<file path="src/rtl/tlm_pkg.sv">
package tlm_pkg;

  localparam int unsigned DATA_WIDTH = 32;
  localparam int unsigned LIST_DEPTH = 32;

  // Command codes carried in the func field of an input item.
  localparam logic [1:0] FUNC_APPEND_A = 2'd0;
  localparam logic [1:0] FUNC_APPEND_B = 2'd1;
  localparam logic [1:0] FUNC_MERGE    = 2'd2;

  typedef struct packed {
    logic [1:0]                   func;
    logic signed [DATA_WIDTH-1:0] value;
  } in_item_t;

  typedef struct packed {
    logic signed [DATA_WIDTH-1:0] merged_value;
    logic                         last;
    logic                         dropped;
  } out_item_t;

endpackage

</file>
<file path="src/rtl/tlm_ram.sv">
module tlm_ram #(
  parameter int unsigned Width     = 32,
  parameter int unsigned Depth     = 32,
  parameter int unsigned AddrWidth = (Depth > 1) ? $clog2(Depth) : 1
) (
  input  logic                 clk_i,
  input  logic                 we_i,
  input  logic [AddrWidth-1:0] waddr_i,
  input  logic [Width-1:0]     wdata_i,
  input  logic [AddrWidth-1:0] raddr_i,
  output logic [Width-1:0]     rdata_o
);

  logic [Width-1:0] mem_q [Depth];
  logic [Width-1:0] rdata_q;

  // Read returns the contents before a write at the same edge.
  always_ff @(posedge clk_i) begin
    if (we_i) begin
      mem_q[waddr_i] <= wdata_i;
    end
    rdata_q <= mem_q[raddr_i];
  end

  assign rdata_o = rdata_q;

endmodule

</file>
<file path="src/rtl/two_list_merge_core.sv">
// Channel | Direction | Handshake                 | Payload
// --------+-----------+---------------------------+------------------------------------------
// in      | input     | in_valid_i / in_ready_o   | in_item_i  (func, value)
// out     | output    | out_valid_o / out_ready_i | out_item_o (merged_value, last, dropped)
//
// An append item is accepted on every cycle while no merge runs.
// A merge of NA + NB stored values fetches both heads in its own cycle and holds the input
// until its last result is emitted; the output register passes one result per cycle when free.
// Reset clears both fill counts, the drop flag and the sequencer; the list memories keep
// their contents, since only entries written since the last merge are read.
// A stalled output holds the merge pointers, so both heads stay until the result is taken.
module two_list_merge_core #(
  parameter int unsigned ListDepth = tlm_pkg::LIST_DEPTH
) (
  input  logic               clk_i,
  input  logic               rst_ni,
  input  logic               in_valid_i,
  output logic               in_ready_o,
  input  tlm_pkg::in_item_t  in_item_i,
  output logic               out_valid_o,
  input  logic               out_ready_i,
  output tlm_pkg::out_item_t out_item_o
);

  import tlm_pkg::*;

  // Address width of a list memory and width of a counter that can hold the depth.
  localparam int unsigned AddrWidth = (ListDepth > 1) ? $clog2(ListDepth) : 1;
  localparam int unsigned CntWidth  = $clog2(ListDepth + 1);

  localparam logic StIdle  = 1'b0;
  localparam logic StMerge = 1'b1;

  logic                state_q, state_d;
  logic [CntWidth-1:0] cnt_a_q, cnt_a_d;
  logic [CntWidth-1:0] cnt_b_q, cnt_b_d;
  logic [CntWidth-1:0] ptr_a_q, ptr_a_d;
  logic [CntWidth-1:0] ptr_b_q, ptr_b_d;
  logic                drop_q, drop_d;
  logic                out_valid_q, out_valid_d;
  out_item_t           out_item_q, out_item_d;

  logic                  in_fire;
  logic                  we_a, we_b;
  logic [DATA_WIDTH-1:0] head_a, head_b;
  logic                  a_left, b_left, take_a, emit, is_last;
  logic [DATA_WIDTH-1:0] pick;

  assign in_ready_o = (state_q == StIdle);
  assign in_fire    = in_valid_i && in_ready_o;

  // An append writes at the current fill count when there is room.
  assign we_a = in_fire && (in_item_i.func == FUNC_APPEND_A) && (cnt_a_q < CntWidth'(ListDepth));
  assign we_b = in_fire && (in_item_i.func == FUNC_APPEND_B) && (cnt_b_q < CntWidth'(ListDepth));

  // The memories are read at the next pointer value, so their registered outputs
  // always hold the entries at the current pointers: the heads of both lists.
  tlm_ram #(
    .Width (DATA_WIDTH),
    .Depth (ListDepth)
  ) u_ram_a (
    .clk_i   (clk_i),
    .we_i    (we_a),
    .waddr_i (cnt_a_q[AddrWidth-1:0]),
    .wdata_i (in_item_i.value),
    .raddr_i (ptr_a_d[AddrWidth-1:0]),
    .rdata_o (head_a)
  );

  tlm_ram #(
    .Width (DATA_WIDTH),
    .Depth (ListDepth)
  ) u_ram_b (
    .clk_i   (clk_i),
    .we_i    (we_b),
    .waddr_i (cnt_b_q[AddrWidth-1:0]),
    .wdata_i (in_item_i.value),
    .raddr_i (ptr_b_d[AddrWidth-1:0]),
    .rdata_o (head_b)
  );

  // Head selection: A wins only when strictly smaller, so B goes first on a tie.
  assign a_left  = (ptr_a_q < cnt_a_q);
  assign b_left  = (ptr_b_q < cnt_b_q);
  assign take_a  = a_left && (!b_left || ($signed(head_a) < $signed(head_b)));
  assign pick    = take_a ? head_a : head_b;
  assign is_last = take_a ? ((ptr_a_q + CntWidth'(1) == cnt_a_q) && !b_left)
                          : ((ptr_b_q + CntWidth'(1) == cnt_b_q) && !a_left);

  // A result moves into the output register when it is empty or being drained.
  assign emit = (state_q == StMerge) && (!out_valid_q || out_ready_i);

  always_comb begin
    state_d     = state_q;
    cnt_a_d     = cnt_a_q;
    cnt_b_d     = cnt_b_q;
    ptr_a_d     = ptr_a_q;
    ptr_b_d     = ptr_b_q;
    drop_d      = drop_q;
    out_valid_d = out_valid_q;
    out_item_d  = out_item_q;

    if (out_valid_q && out_ready_i) begin
      out_valid_d = 1'b0;
    end

    if (in_fire) begin
      unique case (in_item_i.func)
        FUNC_APPEND_A: begin
          if (we_a) begin
            cnt_a_d = cnt_a_q + CntWidth'(1);
          end else begin
            drop_d = 1'b1;
          end
        end
        FUNC_APPEND_B: begin
          if (we_b) begin
            cnt_b_d = cnt_b_q + CntWidth'(1);
          end else begin
            drop_d = 1'b1;
          end
        end
        FUNC_MERGE: begin
          // An empty merge gives no result but still clears the drop flag.
          if ((cnt_a_q == '0) && (cnt_b_q == '0)) begin
            drop_d = 1'b0;
          end else begin
            state_d = StMerge;
          end
        end
        default: begin
        end
      endcase
    end

    if (emit) begin
      out_valid_d             = 1'b1;
      out_item_d.merged_value = pick;
      out_item_d.last         = is_last;
      out_item_d.dropped      = drop_q;
      if (take_a) begin
        ptr_a_d = ptr_a_q + CntWidth'(1);
      end else begin
        ptr_b_d = ptr_b_q + CntWidth'(1);
      end
      if (is_last) begin
        state_d = StIdle;
        cnt_a_d = '0;
        cnt_b_d = '0;
        ptr_a_d = '0;
        ptr_b_d = '0;
        drop_d  = 1'b0;
      end
    end
  end

  always_ff @(posedge clk_i or negedge rst_ni) begin
    if (!rst_ni) begin
      state_q     <= StIdle;
      cnt_a_q     <= '0;
      cnt_b_q     <= '0;
      ptr_a_q     <= '0;
      ptr_b_q     <= '0;
      drop_q      <= 1'b0;
      out_valid_q <= 1'b0;
    end else begin
      state_q     <= state_d;
      cnt_a_q     <= cnt_a_d;
      cnt_b_q     <= cnt_b_d;
      ptr_a_q     <= ptr_a_d;
      ptr_b_q     <= ptr_b_d;
      drop_q      <= drop_d;
      out_valid_q <= out_valid_d;
    end
  end

  always_ff @(posedge clk_i) begin
    out_item_q <= out_item_d;
  end

  assign out_valid_o = out_valid_q;
  assign out_item_o  = out_item_q;

endmodule

</file>
<file path="config.mk">
export PLATFORM = sky130hd
export DESIGN_NAME = two_list_merge_core
export DESIGN_NICKNAME = d
export VERILOG_FILES = /design/src/rtl/tlm_pkg.sv /design/src/rtl/tlm_ram.sv /design/src/rtl/two_list_merge_core.sv
export SDC_FILE = /design/constraint.sdc
export NUM_CORES = 2
export LEC_CHECK = 0
export ABC_AREA = 1
export BUFFER_PORTS_ARGS = -buffer_cell sky130_fd_sc_hd__buf_2
export CORE_MARGIN = 1
export CORE_UTILIZATION = 45
export CTS_CLUSTER_SIZE = 20
export DETAILED_ROUTE_END_ITERATION = 8
export HOLD_SLACK_MARGIN = 0.1
export PLACE_DENSITY_LB_ADDON = 0.3
export SETUP_SLACK_MARGIN = 0.15
export SLEW_MARGIN = 30
export SYNTH_ARGS = -nofsm -noshare
export SYNTH_HDL_FRONTEND = slang
export SYNTH_HIERARCHICAL = 1
export SYNTH_SLANG_ARGS = --single-unit
</file>
<file path="constraint.sdc">
create_clock -name clk_i -period 4.8 [get_ports clk_i]
set_input_delay 0.24 -clock clk_i [delete_from_list [all_inputs] [get_ports clk_i]]
set_output_delay 0.24 -clock clk_i [all_outputs]
set_load 0.02 [all_outputs]
</file>
; ---- Word level (Yosys, flattened, before mapping)
; Memories as Yosys holds them, arrays and structs flattened. A register that Yosys moved wholly into a read port is not among the register bits.
; Index checks and enable logic that the tools add are counted.
[word_totals]
register_bits = 61
latchBits = 0
ram_bits = 2048
mem_bits_ro = 0
input_bits = 38
output_inout_bits = 36
elab_cells = 88
n_memories = 2
[classes]
add_sub_neg = 4
n_mul = 0
div = 0
magnitude_cmp = 5
eq_ne = 5
shift = 0
n_mux = 36
bitwise_logic = 1
reduce_logical = 23
[mem_list]
columns = name, depth, width, rd, rd_ports_with_merged_regs, write_ports, line_no
row1 = u_ram_a.mem_q, 32, 32, 1, 1, 1, tlm_ram.sv:14  ; logic [Width-1:0] mem_q [Depth];
row2 = u_ram_b.mem_q, 32, 32, 1, 1, 1, tlm_ram.sv:14
[op_table]
columns = op, count
row1 = 6-bit two-way mux, 14
row2 = 32-bit less-than comparator, 1
row3 = 32-bit two-way mux, 1
row4 = 6-bit by 1-bit adder with 6-bit output (second input constant), 4
row5 = 1-bit two-way mux, 18
row6 = 6-bit equality test, 2
row7 = 6-bit zero test, 2
row8 = 6-bit less-than comparator, 2
row9 = 6-bit less-than comparator (second input constant), 2
row10 = 1-bit logical AND, 11
row11 = 5-bit two-way mux, 2
row12 = 2-bit AND reduction, 2
row13 = 2-bit nonzero test, 2
row14 = 1-bit zero test, 3
row15 = 1-bit one-hot mux with 3 select lines, 1
row16 = 2-bit by 1-bit equality test with 1-bit output (second input constant), 1
row17 = 2-bit equality test (second input constant), 1
row18 = 2-bit zero test, 1
row19 = 1-bit logical OR, 2
row20 = 2-bit by 1-bit != test with 1-bit output (second input constant), 1
row21 = 1-bit NOT, 1

; ---- Longest topological paths before layout
[logic_depth]
depth_word = 9
ltp_mapped = 31
mapped_depth_nobuf = 28

; ---- By module
; Netlist, hierarchy kept.
[modules_own_cells]
columns = mod, instances, cells_per_inst, area_each_um2
row1 = tlm_ram, 2, 3536, 42405.7
row2 = two_list_merge_core, 1, 520, 4212.8

; ---- Worst setup path after synthesis
; OpenSTA, ideal clock, no wires.
[synth_timing]
path_type = register to register
startpoint = register out_valid_q, in the netlist out_valid_o
endpoint = register u_ram_a.rdata_q[10], in the netlist u_ram_a/rdata_o[10] (read register of u_ram_a.mem_q)
arrival_time_ns = 3.271
required_time_ns = 4.742
slack_ns = 1.471
stages_incl_launch_ff = 20
n_path_buf = 4
period_less_slack_ns = 3.329
path_cell_list = dfrtp_1 > nand2_1 > nand2_1 > inv_1 > clkbuf_1 > nand4_1 > nand2_1 > nor2_1 > buf_6 > inv_8 > buf_6 > buf_6 > nand2_1 > nand3_1 > nand3_1 > nand2_1 > nand2_1 > nand2_1 > nand2_1 > nand2_1
[synth_between]
elab_chain_cells = 4
[synth_lines]
columns = element, line_no
row1 = from (decl), two_list_merge_core.sv:40  ; logic out_valid_q, out_valid_d;
row2 = from (signal assigned), two_list_merge_core.sv:173  ; out_valid_q <= out_valid_d;
row3 = 1-bit zero test, two_list_merge_core.sv:91  ; assign emit = (state_q == StMerge) && (!out_valid_q || out_ready_i);
row4 = 1-bit logical OR, two_list_merge_core.sv:91
row5 = 1-bit logical AND, two_list_merge_core.sv:91
row6 = via emit, two_list_merge_core.sv:46  ; logic a_left, b_left, take_a, emit, is_last;
row7 = 5-bit two-way mux, two_list_merge_core.sv:136  ; if (emit) begin
row8 = via ptr_a_d[0], two_list_merge_core.sv:37  ; logic [CntWidth-1:0] ptr_a_q, ptr_a_d;
row9 = to (decl), tlm_ram.sv:15  ; logic [Width-1:0] rdata_q;
; The timed path passes the listed nets, and every way through them passes these cells.
; A chain may end at the register's enable or synchronous reset.

; ---- Final worst setup path
[layout_timing]
startpoint = register u_ram_a.rdata_q[25], in the netlist u_ram_a/rdata_o[25] (read register of u_ram_a.mem_q)
endpoint = register u_ram_b.rdata_q[13], in the netlist u_ram_b/rdata_o[13] (read register of u_ram_b.mem_q)
[layout_between]
elab_chain_cells = 6
word_cells_on_any_way = 7
cone_classes = 1 x order compare / 4 x mux / 2 x reduce/logical
[layout_lines]
columns = element, line_no
row1 = 32-bit less-than comparator *, two_list_merge_core.sv:85  ; assign take_a = a_left && (!b_left || ($signed(head_a) < $signed(head_b)));
row2 = 1-bit logical OR *, two_list_merge_core.sv:85
row3 = 1-bit logical AND *, two_list_merge_core.sv:85
row4 = 6-bit two-way mux / 1-bit two-way mux (equally long branches), "two_list_merge_core.sv:141, two_list_merge_core.sv:87"
row5 = 6-bit two-way mux *, two_list_merge_core.sv:146  ; if (is_last) begin
row6 = 5-bit two-way mux *, two_list_merge_core.sv:136
row7 = via ptr_b_d[1], two_list_merge_core.sv:38  ; logic [CntWidth-1:0] ptr_b_q, ptr_b_d;
row8 = to (decl), tlm_ram.sv:15
; Mark *: on every way through the listed nets, which the timed path passes. The rest lies on a longest branch. The select of a mux whose other input is x is not followed.

==> impl_metrics.py <==
metrics = {
    "worst_setup_path": {
        "ff2ff_path_depth": 26,
        "reg2reg_slack_ps": 290,
        "end_kind": "register",
        "max_stage_delay_ps": 620,
        "crit_buf_inv": 5,
        "critPathLaunchType": "register",
        "crit_slowest_cell": "dfxtp_1",
        "crit_path_frequent_cell": "nand2_1",
        "path_class": "register to register",
        "crit_family": "simple AND/OR/NAND/NOR gates",
        "r2r_start": "u_ram_a/rdata_o[25]$_DFF_P_",
        "reg2reg_to": "u_ram_b/rdata_o[13]$_DFF_P_",
        "arrival_ps": 5240,
        "critPathRequiredTime_ps": 5530,
        "critPathMaxFanout": 34,
    },
    "synthesis": {
        "async_flop_share_pct": 1.24,
        "netlist_top_cells_count": "3006 x nand2_1, 2082 x edfxtp_1, 1588 x nand3_1, 171 x buf_2, 133 x buf_6",
        "synth_area_leaders": "edfxtp_1 70%, nand2_1 13%, nand3_1 8.9%, buf_6 1.7%, dfxtp_1 1.4%",
        "syn_inst": 7592,
        "synth_area_mm2": 0.0890,
        "avgSynthCellArea_um2": 11.7,
        "synth_seq_cells": 2173,
        "yosys_most_used_dff": "edfxtp_1",
        "ys_warn_count": 6,
        "synth.most_common_cell": "nand2_1",
        "ys_types": 38,
        "synth_seq_area_share_pct": 72.4,
        "synth-edff-count": 2082,
        "yosysTopAreaCell": "edfxtp_1",
        "synth_top_area_share_pct": 70.2,
        "synthesis.nets": 7679,
    },
    "sta": {
        "rsz0062_at_grt": "no",
        "slew_headroom_pct": 26.1,
        "hold_viol_final": 0,
        "tns_ps": 0,
        "setup_viol": 0,
        "fin_hold_ws_ps": 134,
        "period_needed_ps": 4510,
        "skew_ps": 32.5,
        "tightestPinTransition_ps": 1100,
        "finalCritPeriodShare_pct": 93.9,
        "maxSlewViolCount": 0,
        "setup_ws_ps": 291,
        "clock.fmax_ghz": 0.222,
    },
    "clock_tree": {
        "post_cts_buffers": 0,
        "numCtsBuffers": 214,
        "htreeDepth": 4,
        "clockBufferDepth": 3,
        "clkSlewWorstSetupHoldPaths_ps": 60,
        "clock_sinks": 2173,
        "cts_root_buf": "clkbuf_16",
        "cts_tree": "built",
        "clkLatencyLatePin_ps": 870,
    },
    "die": {
        "core.rowCount": 162,
        "fp.dieH_um": 447,
        "die_area_mm2": 0.200,
        "num_io_pins": 74,
        "core_mm2": 0.196,
        "start_util_pct": 45.5,
        "die_w_um": 447,
    },
    "final_layout": {
        "n_fill_cell": 16900,
        "fin_nets": 7820,
        "area_growth_pct": 12.6,
        "drive_gt1_share_pct": 9.45,
    },
    "drt": {
        "wl_per_cell_um": 24.3,
        "drc": 0,
        "antenna_left": 0,
        "vias": 59200,
        "drt_wl_total_mm": 257,
        "drt_pass1_iterations": 8,
        "viasPerCell": 5.61,
        "drt_iter0_drc": 6664,
    },
    "grt": {
        "grt-ovfl-total": 0,
        "antenna_found_initial": 17,
        "grt_use_total_pct": 25.5,
        "grt_pass1_vias": 56600,
        "grt_start_max_net_pins": 86,
        "grt_first_pass_wirelength_mm": 375,
    },
    "worst_hold_path": {
        "hold_class": "input port to register",
        "hp-start": "in_item_i[17]",
        "holdPathEnd": "u_ram_b/mem_q[14][17]$_DFFE_PP_",
        "hold_depth": 2,
    },
    "placed_design": {
        "place_hpwl_mm": 144,
        "port_buffers": 73,
        "place_ws_ps": 370,
        "gp_congestion": 0.879,
    },
    "status": {
        "run_status": "finished clean",
    },
    "job": {
        "maxCapViolCount": 0,
    },
}
## layer usage
metal	GRT usage, %	vias up	wire length [µm]
li1	-	26700	-
met2	41.8	2810	123000
met1	33.8	29300	102000
met3	4.04	466	21300
met5	0	-	13
met4	10.8	2	10900
## cell families after synthesis
| logic type | Yosys count | synth area share [%] |
|---|---|---|
| simple gates | 4734 | 22.3 |
| flops | 2173 | 72.4 |
| buf+inv | 548 | 3.97 |
| compound gates | 70 | 0.424 |
| fa+ha+maj | 49 | 0.689 |
| xor+xnor | 18 | 0.177 |
## placed cells by master, fill, tap and decap left out, drive strengths merged, types with 5 or more instances in the layout
cell type,n
a21oi,17
buf,344
bufinv,15
clkbuf,288
clkinv,83
clkinvlp,5
dfrtp,27
dfxtp,64
diode,10
dlygate4sd3,29
edfxtp,2082
ha,49
inv,111
nand2,3006
nand3,1590
nand4,16
nor2,111
nor3,7
o21ai,43
xor2,16
## worst max-delay path by stage
| stage | from | to | slack, ps | cells past startpoint |
|---|---|---|---|---|
| 2_1_floorplan | out_valid_o$_DFFE_PN0P_ | u_ram_a/rdata_o[10]$_DFF_P_ | 1470 | 19 |
| 3_3_place_gp | u_ram_b/rdata_o[10]$_DFF_P_ | u_ram_a/rdata_o[4]$_DFF_P_ | 320 | 27 |
| 3_5_place_dp | u_ram_b/rdata_o[10]$_DFF_P_ | u_ram_a/rdata_o[4]$_DFF_P_ | 370 | 27 |
| 4_1_cts | u_ram_b/rdata_o[10]$_DFF_P_ | u_ram_a/rdata_o[4]$_DFF_P_ | 340 | 27 |
| 5_1_grt | u_ram_a/rdata_o[25]$_DFF_P_ | u_ram_b/rdata_o[14]$_DFF_P_ | 170 | 26 |
| 6_report | u_ram_a/rdata_o[25]$_DFF_P_ | u_ram_b/rdata_o[13]$_DFF_P_ | 290 | 26 |
## through the flow
step / utilization [%] / cell area [µm²] / instances
after floorplan: - / 89000 / 7592
after global placement: 47.5 / 93000 / 10100
after detailed placement: 47.5 / 93000 / 10100
after CTS: 51.2 / 100000 / 10500
after global routing: 51.2 / 100000 / 10500
final: 51.2 / 100000 / 10600
## area by class of cell
type / instances / area (µm²) / area share (%)
Inverter: 100 / 430 / 0.429
Clock buffer: 288 / 5780 / 5.77
Clock inverter: 114 / 1070 / 1.06
Sequential cell: 2173 / 64500 / 64.3
Antenna cell: 10 / 25.0 / 0.0250
Tap cell: 2624 / 3280 / 3.28
Multi-Input combinational cell: 4871 / 21600 / 21.5
Timing Repair Buffer: 373 / 3600 / 3.59
## registers in the layout, summed over array words and instances (netlist names)
register / cells
cnt_a_q: 6
drop_q: 1
u_ram_a/rdata_o: 32
out_valid_o: 1
state_q: 1
u_ram_b/mem_q: 1024
ptr_b_q: 6
u_ram_a/mem_q: 1024
out_item_o: 34
ptr_a_q: 6
cnt_b_q: 6
u_ram_b/rdata_o: 32
## what timing repair did
action | CTS | global route
hold buffers | 29 | 1
resized for setup | 0 | 2
endpoints found under the setup margin | 0 | 5
hold endpoints to repair | 587 | 1
Power is not shown: default switching activity piles up to over one toggle a cycle in this logic, so the estimate is an artifact.
